$ cat src/rtl/core/dmp_pkg.sv
// ----------------------------------------------------------------------------
// DALI Manchester PHY package
// Shared types and constants for the bus PHY and its transmit queue.
// ----------------------------------------------------------------------------
`timescale 1ns / 1ps
`default_nettype none

package dmp_pkg;

  // Control from the PHY core to the transmit queue.
  typedef struct packed {
    logic push;
    logic pop;
  } dmp_qctl_t;

  // Length field of a queued frame.
  localparam int unsigned LenW = 5;

  // Command codes carried on tuser.
  localparam logic [1:0] FUNC_TICK     = 2'd0;
  localparam logic [1:0] FUNC_FORWARD  = 2'd1;
  localparam logic [1:0] FUNC_BACKWARD = 2'd2;

  // Register indexes on the configuration port.
  localparam logic [2:0] REG_THRESHOLD = 3'd0;
  localparam logic [2:0] REG_STOP_RUN  = 3'd1;
  localparam logic [2:0] REG_IDLE_SEND = 3'd2;
  localparam logic [2:0] REG_REPEAT    = 3'd3;
  localparam logic [2:0] REG_BREAK     = 3'd4;
  localparam logic [2:0] REG_RECOVER   = 3'd5;
  localparam logic [2:0] REG_RETRIES   = 3'd6;

  // Send status codes.
  localparam logic [1:0] STATUS_NONE    = 2'd0;
  localparam logic [1:0] STATUS_SENT    = 2'd1;
  localparam logic [1:0] STATUS_DROPPED = 2'd2;

  // Manchester timing, in ticks.
  localparam logic [7:0] HALF_MIN     = 8'd3;
  localparam logic [7:0] HALF_MAX     = 8'd5;
  localparam logic [7:0] FULL_MIN     = 8'd7;
  localparam logic [7:0] FULL_MAX     = 8'd9;
  localparam logic [7:0] LOW_LIMIT    = 8'd10;
  localparam logic [7:0] JITTER_BASE  = 8'd5;
  localparam logic [7:0] TX_OVERHEAD  = 8'd15;
  localparam logic [4:0] TX_MAX_LEN   = 5'd30;
  localparam logic [3:0] RETRY_SAT    = 4'd15;
  localparam logic [5:0] RX_COUNT_SAT = 6'd63;

  // Three-tap majority vote.
  localparam logic [7:0] MAJORITY3 = 8'b1110_1000;

endpackage

`default_nettype wire

$ cat src/rtl/core/dmp_queue.sv
// ----------------------------------------------------------------------------
// DALI transmit queue
// Circular buffer of forward frames with a registered head read.
// ----------------------------------------------------------------------------
`timescale 1ns / 1ps
`default_nettype none

module dmp_queue #(
  parameter int unsigned QUEUE_DEPTH = 16,
  parameter int unsigned FRAME_BITS  = 32
) (
  input  wire                                 clk,
  input  wire                                 rst,
  input  dmp_pkg::dmp_qctl_t                  ctl,
  input  wire  [FRAME_BITS-1:0]               wr_bits,
  input  wire  [dmp_pkg::LenW-1:0]            wr_len,
  output logic [FRAME_BITS-1:0]               rd_bits,
  output logic [dmp_pkg::LenW-1:0]            rd_len,
  output logic [$clog2(QUEUE_DEPTH+1)-1:0]    count
);

  localparam int unsigned AW = $clog2(QUEUE_DEPTH);
  localparam int unsigned EW = FRAME_BITS + dmp_pkg::LenW;
  localparam logic [AW-1:0] LAST = AW'(QUEUE_DEPTH - 1);

  logic [EW-1:0] mem [QUEUE_DEPTH];
  logic [AW-1:0] head;
  logic [AW-1:0] head_next;
  logic [AW-1:0] tail;
  logic [EW-1:0] rd_word;

  assign head_next = ctl.pop ? ((head == LAST) ? '0 : head + 1'b1) : head;

  always_ff @(posedge clk) begin
    if (rst) begin
      head  <= '0;
      tail  <= '0;
      count <= '0;
    end else begin
      head <= head_next;
      if (ctl.push) begin
        tail  <= (tail == LAST) ? '0 : tail + 1'b1;
        count <= count + 1'b1;
      end else if (ctl.pop) begin
        count <= count - 1'b1;
      end
    end
  end

  // The head entry is read ahead into rd_word; a write to it passes through.
  always_ff @(posedge clk) begin
    if (ctl.push) begin
      mem[tail] <= {wr_len, wr_bits};
    end
    if (ctl.push && (tail == head_next)) begin
      rd_word <= {wr_len, wr_bits};
    end else begin
      rd_word <= mem[head_next];
    end
  end

  assign rd_bits = rd_word[FRAME_BITS-1:0];
  assign rd_len  = rd_word[EW-1:FRAME_BITS];

endmodule

`default_nettype wire

$ cat src/rtl/core/dali_manchester_phy_mac.sv
// ----------------------------------------------------------------------------
// DALI Manchester bus PHY
// Bus sampling, majority filter, Manchester receiver and transmitter.
// ----------------------------------------------------------------------------
// Usage: each input word on the s_axis channel is one step. tuser carries the
// command: a sample tick, a forward frame to queue, or a backward frame to
// start. A tick thresholds bus_sample, filters it, advances the receiver and
// the transmitter by one tick, and yields one result word on m_axis.
// Command words yield a result word too (drive level and queue_full only).
// Result words are registered: each shows on m_axis right after its input word.
// Throughput is one word per cycle unless stalled; each step is a single pass
// of logic from the input word and the state registers to the result register.
// When the receiver stalls, the result register holds its word and s_axis
// takes a new word in the same cycle that the held word is taken.
// Reset (synchronous, active high) returns the bus state to idle high, empties
// the transmit queue and loads the register defaults. No clearing pass is run.
// The user must write APB-style registers only while idle; nothing enforces it.
// ----------------------------------------------------------------------------
`timescale 1ns / 1ps
`default_nettype none

module dali_manchester_phy_mac #(
  parameter int unsigned QUEUE_DEPTH = 16,
  parameter int unsigned FRAME_BITS  = 32
) (
  input  wire         clk,
  input  wire         rst,
  // Input words.
  input  wire         s_axis_tvalid,
  output logic        s_axis_tready,
  // tdata: bus_sample[11:0], jitter[19:12], frame_bits[51:20],
  // tx_length[56:52], watch_ticks[64:57], zero fill [71:65].
  input  wire  [71:0] s_axis_tdata,
  // tuser: func[1:0].
  input  wire  [1:0]  s_axis_tuser,
  // Result words.
  output logic        m_axis_tvalid,
  input  wire         m_axis_tready,
  // tdata: tx_drive[0], rx_ready[1], rx_frame[33:2], rx_length[39:34],
  // rx_valid[40], rx_repeat[41], send_status[43:42], queue_full[44],
  // zero fill [47:45].
  output logic [47:0] m_axis_tdata,
  // Configuration port.
  input  wire         psel,
  input  wire         penable,
  input  wire         pwrite,
  input  wire  [4:0]  paddr,
  input  wire  [31:0] pwdata,
  output logic [31:0] prdata,
  output logic        pready
);

  localparam int unsigned CW = $clog2(QUEUE_DEPTH + 1);
  localparam logic [31:0] FMASK = 32'((64'd1 << FRAME_BITS) - 64'd1);

  // One-hot phase of the shared bus engine.
  typedef enum logic [5:0] {
    M_IDLE    = 6'b000001,
    M_RECEIVE = 6'b000010,
    M_INVALID = 6'b000100,
    M_WATCH   = 6'b001000,
    M_SEND    = 6'b010000,
    M_BREAK   = 6'b100000
  } mode_t;

  // Receiver working set, advanced once per half bit.
  typedef struct packed {
    logic [31:0] shift;
    logic [5:0]  count;
    logic        phase;
    logic        bad;
  } rx_t;

  // ---------------- configuration registers ----------------
  logic [11:0] level_threshold;
  logic [7:0]  stop_run_length;
  logic [7:0]  idle_before_send;
  logic [7:0]  repeat_window;
  logic [7:0]  break_ticks;
  logic [7:0]  recover_ticks;
  logic [3:0]  max_retries;
  logic        cfg_write;
  logic [2:0]  cfg_index;

  assign pready    = 1'b1;
  assign cfg_write = psel && penable && pwrite && pready;
  assign cfg_index = paddr[4:2];

  always_ff @(posedge clk) begin
    if (rst) begin
      level_threshold  <= 12'd2048;
      stop_run_length  <= 8'd20;
      idle_before_send <= 8'd60;
      repeat_window    <= 8'd255;
      break_ticks      <= 8'd12;
      recover_ticks    <= 8'd40;
      max_retries      <= 4'd3;
    end else if (cfg_write && (paddr[1:0] == 2'b00)) begin
      unique case (cfg_index)
        dmp_pkg::REG_THRESHOLD: level_threshold  <= pwdata[11:0];
        dmp_pkg::REG_STOP_RUN:  stop_run_length  <= pwdata[7:0];
        dmp_pkg::REG_IDLE_SEND: idle_before_send <= pwdata[7:0];
        dmp_pkg::REG_REPEAT:    repeat_window    <= pwdata[7:0];
        dmp_pkg::REG_BREAK:     break_ticks      <= pwdata[7:0];
        dmp_pkg::REG_RECOVER:   recover_ticks    <= pwdata[7:0];
        dmp_pkg::REG_RETRIES:   max_retries      <= pwdata[3:0];
        default: ;
      endcase
    end
  end

  always_comb begin
    unique case (cfg_index)
      dmp_pkg::REG_THRESHOLD: prdata = {20'd0, level_threshold};
      dmp_pkg::REG_STOP_RUN:  prdata = {24'd0, stop_run_length};
      dmp_pkg::REG_IDLE_SEND: prdata = {24'd0, idle_before_send};
      dmp_pkg::REG_REPEAT:    prdata = {24'd0, repeat_window};
      dmp_pkg::REG_BREAK:     prdata = {24'd0, break_ticks};
      dmp_pkg::REG_RECOVER:   prdata = {24'd0, recover_ticks};
      dmp_pkg::REG_RETRIES:   prdata = {28'd0, max_retries};
      default:                prdata = '0;
    endcase
  end

  // ---------------- input word fields ----------------
  logic [1:0]  in_func;
  logic [11:0] in_sample;
  logic [7:0]  in_jitter;
  logic [31:0] in_bits;
  logic [4:0]  in_len;
  logic [7:0]  in_watch;
  logic        accept;

  assign in_func   = s_axis_tuser;
  assign in_sample = s_axis_tdata[11:0];
  assign in_jitter = s_axis_tdata[19:12];
  assign in_bits   = s_axis_tdata[51:20];
  assign in_len    = s_axis_tdata[56:52];
  assign in_watch  = s_axis_tdata[64:57];

  // The result register frees up in the same cycle that its word is taken.
  assign s_axis_tready = !m_axis_tvalid || m_axis_tready;
  assign accept        = s_axis_tvalid && s_axis_tready;

  // ---------------- state ----------------
  mode_t       mode;
  logic [2:0]  filter_history;
  logic        last_level;
  logic [7:0]  run_count;
  rx_t         rx;
  logic [37:0] prev_rx_frame;
  logic [7:0]  watch_count;
  logic [31:0] tx_shift;
  logic [7:0]  tx_ticks_left;
  logic [31:0] retry_bits;
  logic [4:0]  retry_len;
  logic        backward_flag;
  logic [7:0]  break_count;
  logic [3:0]  retry_count;
  logic        drive_level;

  // Queue interface.
  dmp_pkg::dmp_qctl_t          qctl;
  logic [FRAME_BITS-1:0]       q_bits;
  logic [dmp_pkg::LenW-1:0]    q_len;
  logic [CW-1:0]               q_count;
  logic                        q_full;
  logic                        q_nonempty;

  assign q_full     = (q_count >= CW'(QUEUE_DEPTH));
  assign q_nonempty = (q_count != '0);

  dmp_queue #(
    .QUEUE_DEPTH (QUEUE_DEPTH),
    .FRAME_BITS  (FRAME_BITS)
  ) u_queue (
    .clk     (clk),
    .rst     (rst),
    .ctl     (qctl),
    .wr_bits (in_bits[FRAME_BITS-1:0]),
    .wr_len  (in_len),
    .rd_bits (q_bits),
    .rd_len  (q_len),
    .count   (q_count)
  );

  // One received half bit: the first half carries the bit, the second must
  // be its complement.
  function automatic rx_t rx_half(input rx_t cur, input logic level,
                                  input logic [31:0] mask);
    rx_t r;
    r = cur;
    if (!cur.phase) begin
      r.shift = {cur.shift[30:0], ~level} & mask;
      if (cur.count < dmp_pkg::RX_COUNT_SAT) begin
        r.count = cur.count + 6'd1;
      end
    end else if (cur.shift[0] != level) begin
      r.bad = 1'b1;
    end
    r.phase = ~cur.phase;
    return r;
  endfunction

  // Transmit pattern: inverted data, first bit highest, start bit in bit 0
  // position order reversed so that the word is shifted out from the bottom.
  function automatic logic [31:0] tx_pattern(input logic [31:0] bits,
                                             input logic [4:0] len);
    logic [31:0] s;
    logic [4:0]  src;
    s = '0;
    for (int k = 1; k <= 30; k++) begin
      src = len - 5'(k);
      if (5'(k) <= len) begin
        s[k] = ~bits[src];
      end
    end
    return s;
  endfunction

  // ---------------- next state ----------------
  mode_t       mode_next;
  logic [2:0]  filter_history_next;
  logic        last_level_next;
  logic [7:0]  run_count_next;
  rx_t         rx_next;
  rx_t         rx_a;
  rx_t         rx_b;
  logic [37:0] prev_rx_frame_next;
  logic [7:0]  watch_count_next;
  logic [31:0] tx_shift_next;
  logic [7:0]  tx_ticks_left_next;
  logic [31:0] retry_bits_next;
  logic [4:0]  retry_len_next;
  logic        backward_flag_next;
  logic [7:0]  break_count_next;
  logic [3:0]  retry_count_next;
  logic        drive_level_next;

  logic        high;
  logic        filt;
  logic        ready;
  logic        valid;
  logic        repeat_hit;
  logic [1:0]  status;
  logic        qfull_flag;
  logic        start;
  logic [31:0] start_bits;
  logic [4:0]  start_len;
  logic [7:0]  start_watch;
  logic        start_back;
  logic [8:0]  jitter_sum;
  logic [7:0]  jitter_watch;
  logic        do_pop;

  assign jitter_sum   = {1'b0, in_jitter} + {1'b0, dmp_pkg::JITTER_BASE};
  assign jitter_watch = jitter_sum[8] ? 8'hFF : jitter_sum[7:0];
  assign high         = (in_sample > level_threshold);
  assign filter_history_next = {high, filter_history[2:1]};
  assign filt         = dmp_pkg::MAJORITY3[filter_history_next];

  always_comb begin
    mode_next          = mode;
    last_level_next    = last_level;
    run_count_next     = run_count;
    rx_next            = rx;
    rx_a               = rx;
    rx_b               = rx;
    prev_rx_frame_next = prev_rx_frame;
    watch_count_next   = watch_count;
    tx_shift_next      = tx_shift;
    tx_ticks_left_next = tx_ticks_left;
    retry_bits_next    = retry_bits;
    retry_len_next     = retry_len;
    backward_flag_next = backward_flag;
    break_count_next   = break_count;
    retry_count_next   = retry_count;
    drive_level_next   = drive_level;
    ready              = 1'b0;
    valid              = 1'b0;
    repeat_hit         = 1'b0;
    status             = dmp_pkg::STATUS_NONE;
    qfull_flag         = 1'b0;
    start              = 1'b0;
    start_bits         = in_bits & 32'hFF;
    start_len          = 5'd8;
    start_watch        = in_watch;
    start_back         = 1'b1;
    do_pop             = 1'b0;
    qctl               = '0;

    if (in_func == dmp_pkg::FUNC_FORWARD) begin
      if (q_full) begin
        qfull_flag = 1'b1;
      end else begin
        qctl.push = accept;
      end
    end else if (in_func == dmp_pkg::FUNC_BACKWARD) begin
      start = 1'b1;
    end else if (in_func == dmp_pkg::FUNC_TICK) begin
      unique case (mode)
        M_IDLE: begin
          if (!filt) begin
            rx_next   = '0;
            mode_next = M_RECEIVE;
          end else if (q_nonempty && high && (run_count >= idle_before_send)) begin
            start       = 1'b1;
            start_bits  = 32'(q_bits);
            start_len   = q_len;
            start_watch = jitter_watch;
            start_back  = 1'b0;
          end else if (run_count >= repeat_window) begin
            prev_rx_frame_next = '0;
          end
        end
        M_RECEIVE: begin
          rx_a = rx_half(rx, last_level, FMASK);
          rx_b = rx_half(rx_a, last_level, FMASK);
          if (filt != last_level) begin
            if ((run_count >= dmp_pkg::HALF_MIN) && (run_count <= dmp_pkg::HALF_MAX)) begin
              rx_next = rx_a;
            end else if ((run_count >= dmp_pkg::FULL_MIN) &&
                         (run_count <= dmp_pkg::FULL_MAX)) begin
              rx_next = rx_b;
            end else begin
              rx_next.bad = 1'b1;
            end
          end
          if (rx_next.bad) begin
            mode_next = M_INVALID;
          end
          rx_next.bad = 1'b0;
          if (!filt && (run_count >= dmp_pkg::LOW_LIMIT)) begin
            mode_next = M_INVALID;
          end else if (filt && (run_count >= stop_run_length)) begin
            mode_next = M_IDLE;
            ready     = 1'b1;
            valid     = 1'b1;
          end
        end
        M_INVALID: begin
          if (filt && (run_count >= stop_run_length)) begin
            mode_next = M_IDLE;
            ready     = 1'b1;
          end
        end
        M_WATCH: begin
          if (!high && !backward_flag) begin
            mode_next = M_IDLE;
          end else begin
            watch_count_next = watch_count - 8'd1;
            if (watch_count_next == 8'd0) begin
              mode_next = M_SEND;
            end
          end
        end
        M_SEND: begin
          if (!backward_flag && !drive_level && !high) begin
            // Collision: someone else pulled the bus low.
            if (retry_count < dmp_pkg::RETRY_SAT) begin
              retry_count_next = retry_count + 4'd1;
            end
            mode_next        = M_BREAK;
            break_count_next = break_ticks;
            drive_level_next = 1'b1;
          end else begin
            drive_level_next = tx_shift[0] ^ tx_ticks_left[2];
            if (tx_ticks_left == 8'd0) begin
              mode_next        = M_IDLE;
              drive_level_next = 1'b0;
              do_pop           = !backward_flag;
              retry_count_next = '0;
              status           = dmp_pkg::STATUS_SENT;
            end
            if (tx_ticks_left[2:0] == 3'd0) begin
              tx_shift_next = {1'b0, tx_shift[31:1]};
            end
            tx_ticks_left_next = tx_ticks_left - 8'd1;
          end
        end
        M_BREAK: begin
          if (break_count == 8'd0) begin
            drive_level_next = 1'b0;
            if (retry_count < max_retries) begin
              start       = 1'b1;
              start_bits  = retry_bits;
              start_len   = retry_len;
              start_watch = recover_ticks;
              start_back  = 1'b0;
            end else begin
              mode_next        = M_IDLE;
              do_pop           = !backward_flag;
              retry_count_next = '0;
              status           = dmp_pkg::STATUS_DROPPED;
            end
          end
          break_count_next = break_count - 8'd1;
        end
        default: ;
      endcase

      if (filt == last_level) begin
        if (run_count != 8'hFF) begin
          run_count_next = run_count + 8'd1;
        end
      end else begin
        last_level_next = filt;
        run_count_next  = 8'd1;
      end

      if (ready) begin
        repeat_hit         = ({rx_next.count, rx_next.shift} == prev_rx_frame);
        prev_rx_frame_next = {rx_next.count, rx_next.shift};
      end
    end

    if (start) begin
      start_len          = (start_len > dmp_pkg::TX_MAX_LEN) ? dmp_pkg::TX_MAX_LEN
                                                              : start_len;
      retry_bits_next    = start_bits;
      retry_len_next     = start_len;
      tx_shift_next      = tx_pattern(start_bits, start_len);
      tx_ticks_left_next = {start_len, 3'b000} + dmp_pkg::TX_OVERHEAD;
      mode_next          = M_WATCH;
      watch_count_next   = start_watch;
      backward_flag_next = start_back;
    end

    qctl.pop = accept && do_pop && q_nonempty;
  end

  // ---------------- registers ----------------
  always_ff @(posedge clk) begin
    if (rst) begin
      mode           <= M_IDLE;
      filter_history <= '0;
      last_level     <= 1'b1;
      run_count      <= '0;
      rx             <= '0;
      prev_rx_frame  <= '0;
      watch_count    <= '0;
      tx_shift       <= '0;
      tx_ticks_left  <= '0;
      retry_bits     <= '0;
      retry_len      <= '0;
      backward_flag  <= 1'b0;
      break_count    <= '0;
      retry_count    <= '0;
      drive_level    <= 1'b0;
      m_axis_tvalid  <= 1'b0;
    end else begin
      if (accept) begin
        mode          <= mode_next;
        if (in_func == dmp_pkg::FUNC_TICK) begin
          filter_history <= filter_history_next;
        end
        last_level    <= last_level_next;
        run_count     <= run_count_next;
        rx            <= rx_next;
        prev_rx_frame <= prev_rx_frame_next;
        watch_count   <= watch_count_next;
        tx_shift      <= tx_shift_next;
        tx_ticks_left <= tx_ticks_left_next;
        retry_bits    <= retry_bits_next;
        retry_len     <= retry_len_next;
        backward_flag <= backward_flag_next;
        break_count   <= break_count_next;
        retry_count   <= retry_count_next;
        drive_level   <= drive_level_next;
        m_axis_tvalid <= 1'b1;
      end else if (m_axis_tready) begin
        m_axis_tvalid <= 1'b0;
      end
    end
  end

  // Result word; payload needs no reset.
  always_ff @(posedge clk) begin
    if (accept) begin
      m_axis_tdata <= {3'b000, qfull_flag, status, repeat_hit, valid,
                       ready ? rx_next.count : 6'd0,
                       ready ? rx_next.shift : 32'd0,
                       ready, drive_level_next};
    end
  end

`ifndef SYNTHESIS
  // A timing-clean frame is always reported as ended.
  assert property (@(posedge clk) disable iff (rst)
    m_axis_tvalid && m_axis_tdata[40] |-> m_axis_tdata[1])
    else $error("rx_valid without rx_ready");

  // A break holds the bus low for its whole length.
  assert property (@(posedge clk) disable iff (rst)
    (mode == M_BREAK) |-> drive_level)
    else $error("bus released during break");

  // The queue never holds more frames than it has entries.
  assert property (@(posedge clk) disable iff (rst)
    q_count <= CW'(QUEUE_DEPTH))
    else $error("queue count beyond depth");
`endif

endmodule

`default_nettype wire

$ cat config.mk
export PLATFORM = sky130hd
export DESIGN_NAME = dali_manchester_phy_mac
export DESIGN_NICKNAME = d
export VERILOG_FILES = /design/src/rtl/core/dmp_pkg.sv /design/src/rtl/core/dmp_queue.sv /design/src/rtl/core/dali_manchester_phy_mac.sv
export SDC_FILE = /design/constraint.sdc
export NUM_CORES = 2
export LEC_CHECK = 0
export BUFFER_PORTS_ARGS = -buffer_cell sky130_fd_sc_hd__buf_2
export CAP_MARGIN = 20
export CORE_MARGIN = 2
export CORE_UTILIZATION = 39
export DETAILED_ROUTE_END_ITERATION = 10
export PLACE_DENSITY = 0.66
export SYNTH_ARGS = -nofsm -noshare
export SYNTH_HDL_FRONTEND = slang
export SYNTH_SLANG_ARGS = --single-unit
export TNS_END_PERCENT = 30
$ cat constraint.sdc
create_clock -name clk -period 8.7 [get_ports clk]
set_clock_uncertainty 0.1 [all_clocks]
set_input_delay 1.305 -clock clk [delete_from_list [all_inputs] [get_ports clk]]
set_output_delay 1.305 -clock clk [all_outputs]
set_load 0.01 [all_outputs]
==> impl_metrics.tcl <==
set metrics [dict create \
    ys_seq_elements 903 \
    die_h_um 336 \
    crit_family "simple AND/OR/NAND/NOR gates" \
    cp.depth 23 \
    cts_tree "yes" \
    avgViaCountPerCell 5.70 \
    synth.cell_area_um2 43100 \
    synth.top_cell.area_share_pct 44.4 \
    drive_above_1_share_pct 16.8 \
    path_max_fanout 23 \
    fmax_ghz 0.146 \
    final_antenna_net_count 0 \
    start_util_pct 39.4 \
    crit_chain "buf_2, ha_1, nand4_1, nor3_1, a211o_1, nor2_1, nand2_1, nor2_1, o21ai_0, buf_4, inv_1, ha_1, nand3_4, nand2_4, inv_2, ha_1, xor2_4, buf_4, mux2i_1, mux4_2, a21oi_1, a2111oi_0, nor4_1" \
    async_flop_share_pct 0 \
    dpl.cell_count 5012 \
    min_path_type "flop to flop" \
    crit_type "input pin to flop" \
    finalHoldViolCount 0 \
    grt_overflow_total 0 \
    grt_pass1_wl_mm 175 \
    r2r_cells 21 \
    first_iter_violations 2849 \
    fp.dieW_um 336 \
    postCtsSetupBuffers 0 \
    dp.final_hpwl_mm 73.5 \
    clock-sinks 903 \
    final_nets 3834 \
    cts_resized 0 \
    synth_cells 3533 \
    report.final.setup_viol 0 \
    tightest_slew_ns 1.11 \
    clk-insertion-delay-late_ns 0.70 \
    status "finished clean" \
    cpMaxStageDelayCell "xor2_4" \
    drv_slew 0 \
    ys_seq_area_share_pct 56.7 \
    slew_headroom_pct 26.2 \
    endpoint_kind "flop" \
    grtUsageTotal_pct 20.0 \
    synth-edff-count 637 \
    wire_per_inst_um 22.1 \
    power.leakage_nw 16.4 \
    design.die.area_um2 113000 \
    synth.avg_cell_area_um2 12.2 \
    num_vias 29600 \
    fin_cells 5188 \
    ir_drop_mv 0.196 \
    htreeDepth 3 \
    io_buffers 149 \
    yosys_warnings 0 \
    grt_max_degree 105 \
    drv_cap 0 \
    synth_cell_types 92 \
    std_cell_rows 121 \
    antenna_found_initial 5 \
    yosysTopAreaCell "edfxtp_1" \
    rsz0062_at_grt "no" \
    synthToLayoutAreaGrowth_pct 12.4 \
    hold_depth 2 \
    synthTopCellsByArea "edfxtp_1, dfxtp_1, mux4_2, mux2i_1, nor2_1" \
    cts_hold_buf 0 \
    coreArea_um2 109000 \
    fin_tns_setup_ns 0 \
    crit_path_start_kind "input pin" \
    powerDensity_nw_per_um2 186 \
    cts_root_buf "clkbuf_16" \
    synth_ff_type "edfxtp_1" \
    critPathBufInv 5 \
    required_ns 9.16 \
    firstDrtPassIters 6 \
    drc_errors 0 \
    cpMostUsedCell "ha_1" \
    grt_pass1_vias 28600 \
    gp_congestion 0.921 \
    cts_made_buffers 94 \
    final.period_utilization_pct 78.7 \
    design.portCount 201 \
    cts_buffer_depth 3 \
    fin_crit_ns 6.85 \
    wirelength_mm 114 \
    slowest_delay_ns 0.59 \
    cp.arrival_ns 7.30 \
    path_clk_slew_ns 0.06 \
]
## cell families after synthesis
logic type               synth area share (%)
AO/OA/AOI/OAI                            11.4
other                                  0.0174
flip-flops                               56.7
AND/OR/NAND/NOR                          10.4
adder cells (fa/ha/maj)                  2.43
buffers and inverters                    3.54
XOR/XNOR                                 1.06
multiplexers                             14.4
## final timing paths
| check | startpoint | end | slack [ns] |
|---|---|---|---|
| max | s_axis_tdata[11] | tx_shift[11] | 1.85 |
| min | retry_bits[31] | retry_bits[31] | 0.35 |
| max reg2reg | run_count[0] | tx_shift[11] | 2.00 |
| min reg2reg | retry_bits[31] | retry_bits[31] | 0.35 |
## cells in the mapped netlist, drive strengths merged (10+ instances only)
library cell and n:
o211ai 19, mux4 179, mux2 40, o22ai 32, a21o 19, nor3 74, buf 83, dfxtp 266
a31oi 22, nand2b 24, a21oi 267, o31ai 16, or3 17, nand2 236, nand4 20, a22oi 34
nor4 25, nor2 390, a221oi 35, nor2b 31, o21ai 134, mux2i 174, clkbuf 156, xnor2 40
o21a 10, ha 82, and3 28, xor2 10, a22o 18, and2 28, nand3b 11, a211oi 85
edfxtp 637, inv 117, nand3 62
## metrics by stage
step / hold WS (ns) / cell area [um2] / util (%) / setup WS [ns] / power, W
2_1_floorplan: 0.327 / 43200 / - / 1.74 / 0.00497
3_3_place_gp: 0.334 / 45400 / 41.5 / 1.38 / 0.00512
3_5_place_dp: 0.344 / 45400 / 41.5 / 1.25 / 0.00513
4_1_cts: 0.353 / 48400 / 44.3 / 1.94 / 0.00906
5_1_grt: 0.380 / 48500 / 44.3 / 1.31 / 0.00927
6_report: 0.353 / 48500 / 44.3 / 1.85 / 0.00900
## report_power, final
part           switching [W]  internal, W  leakage, nW  total, W
combinational       0.000265     0.000126         6.97  0.000391
clock                0.00172      0.00224         1.47   0.00396
sequential         0.0000256      0.00463         7.93   0.00465
## cells in the final DEF, fill, tap and decap left out, drive strengths merged, types with 25 or more instances in the layout
cell type | Yosys | routed
and3 | 28 | 28
ha | 82 | 82
o21ai | 134 | 134
mux4 | 179 | 179
mux2 | 40 | 40
clkinv | 1 | 39
buf | 83 | 221
and2 | 28 | 28
a21oi | 267 | 267
nor3 | 74 | 74
o22ai | 32 | 32
a221oi | 35 | 35
mux2i | 174 | 174
nand3 | 62 | 62
dfxtp | 266 | 266
a211oi | 85 | 85
a22oi | 34 | 34
nor2b | 31 | 31
inv | 117 | 123
xnor2 | 40 | 40
edfxtp | 637 | 637
nor2 | 390 | 390
nor4 | 25 | 25
nand2 | 236 | 236
clkbuf | 156 | 122
## state kept, by name, summed over array words and instances (netlist names), 6 cells and up, named ones only
| register | cells |
|---|---|
| u_queue.mem | 592 |
| m_axis_tdata | 45 |
| rx | 39 |
| prev_rx_frame | 38 |
| retry_bits | 32 |
| tx_shift | 31 |
| level_threshold | 12 |
| break_count | 8 |
| break_ticks | 8 |
| idle_before_send | 8 |
| recover_ticks | 8 |
| repeat_window | 8 |
| run_count | 8 |
| stop_run_length | 8 |
| tx_ticks_left | 8 |
| watch_count | 8 |
| mode | 6 |
## routing by layer
metal	up-vias	track usage, %	routed length, um
met4	6	6.04	3170
met2	1041	33.2	54500
met1	14800	27.1	49700
met3	199	3.09	7030
met5	-	0	36
li1	13600	-	-
## worst register-to-register path, stage by stage, from the launching register on
cell       delay (ns)
dfxtp_1          0.39
inv_1            0.18
ha_1             0.31
nand2b_1         0.14
a2111o_1         0.41
a31oi_1          0.40
a21o_1           0.20
nor4_1           0.09
o221a_2          0.44
inv_1            0.14
ha_1             0.46
nand3_4          0.20
nand2_4          0.35
inv_2            0.08
ha_1             0.36
xor2_4           0.60
buf_4            0.33
mux2i_1          0.11
mux4_2           0.54
a21oi_1          0.29
a2111oi_0        0.20
nor4_1           0.29
## area by class of cell
type,count,area [um2]
timing repair buffer,221,1310
sequential,903,24500
fill,9974,60800
inverter,118,443
clock inverter,52,529
antenna,1,2.50
tap,1476,1850
multi-input combinational,2295,17400
clock buffer,122,2490
Power figures use the tool's default switching activity.
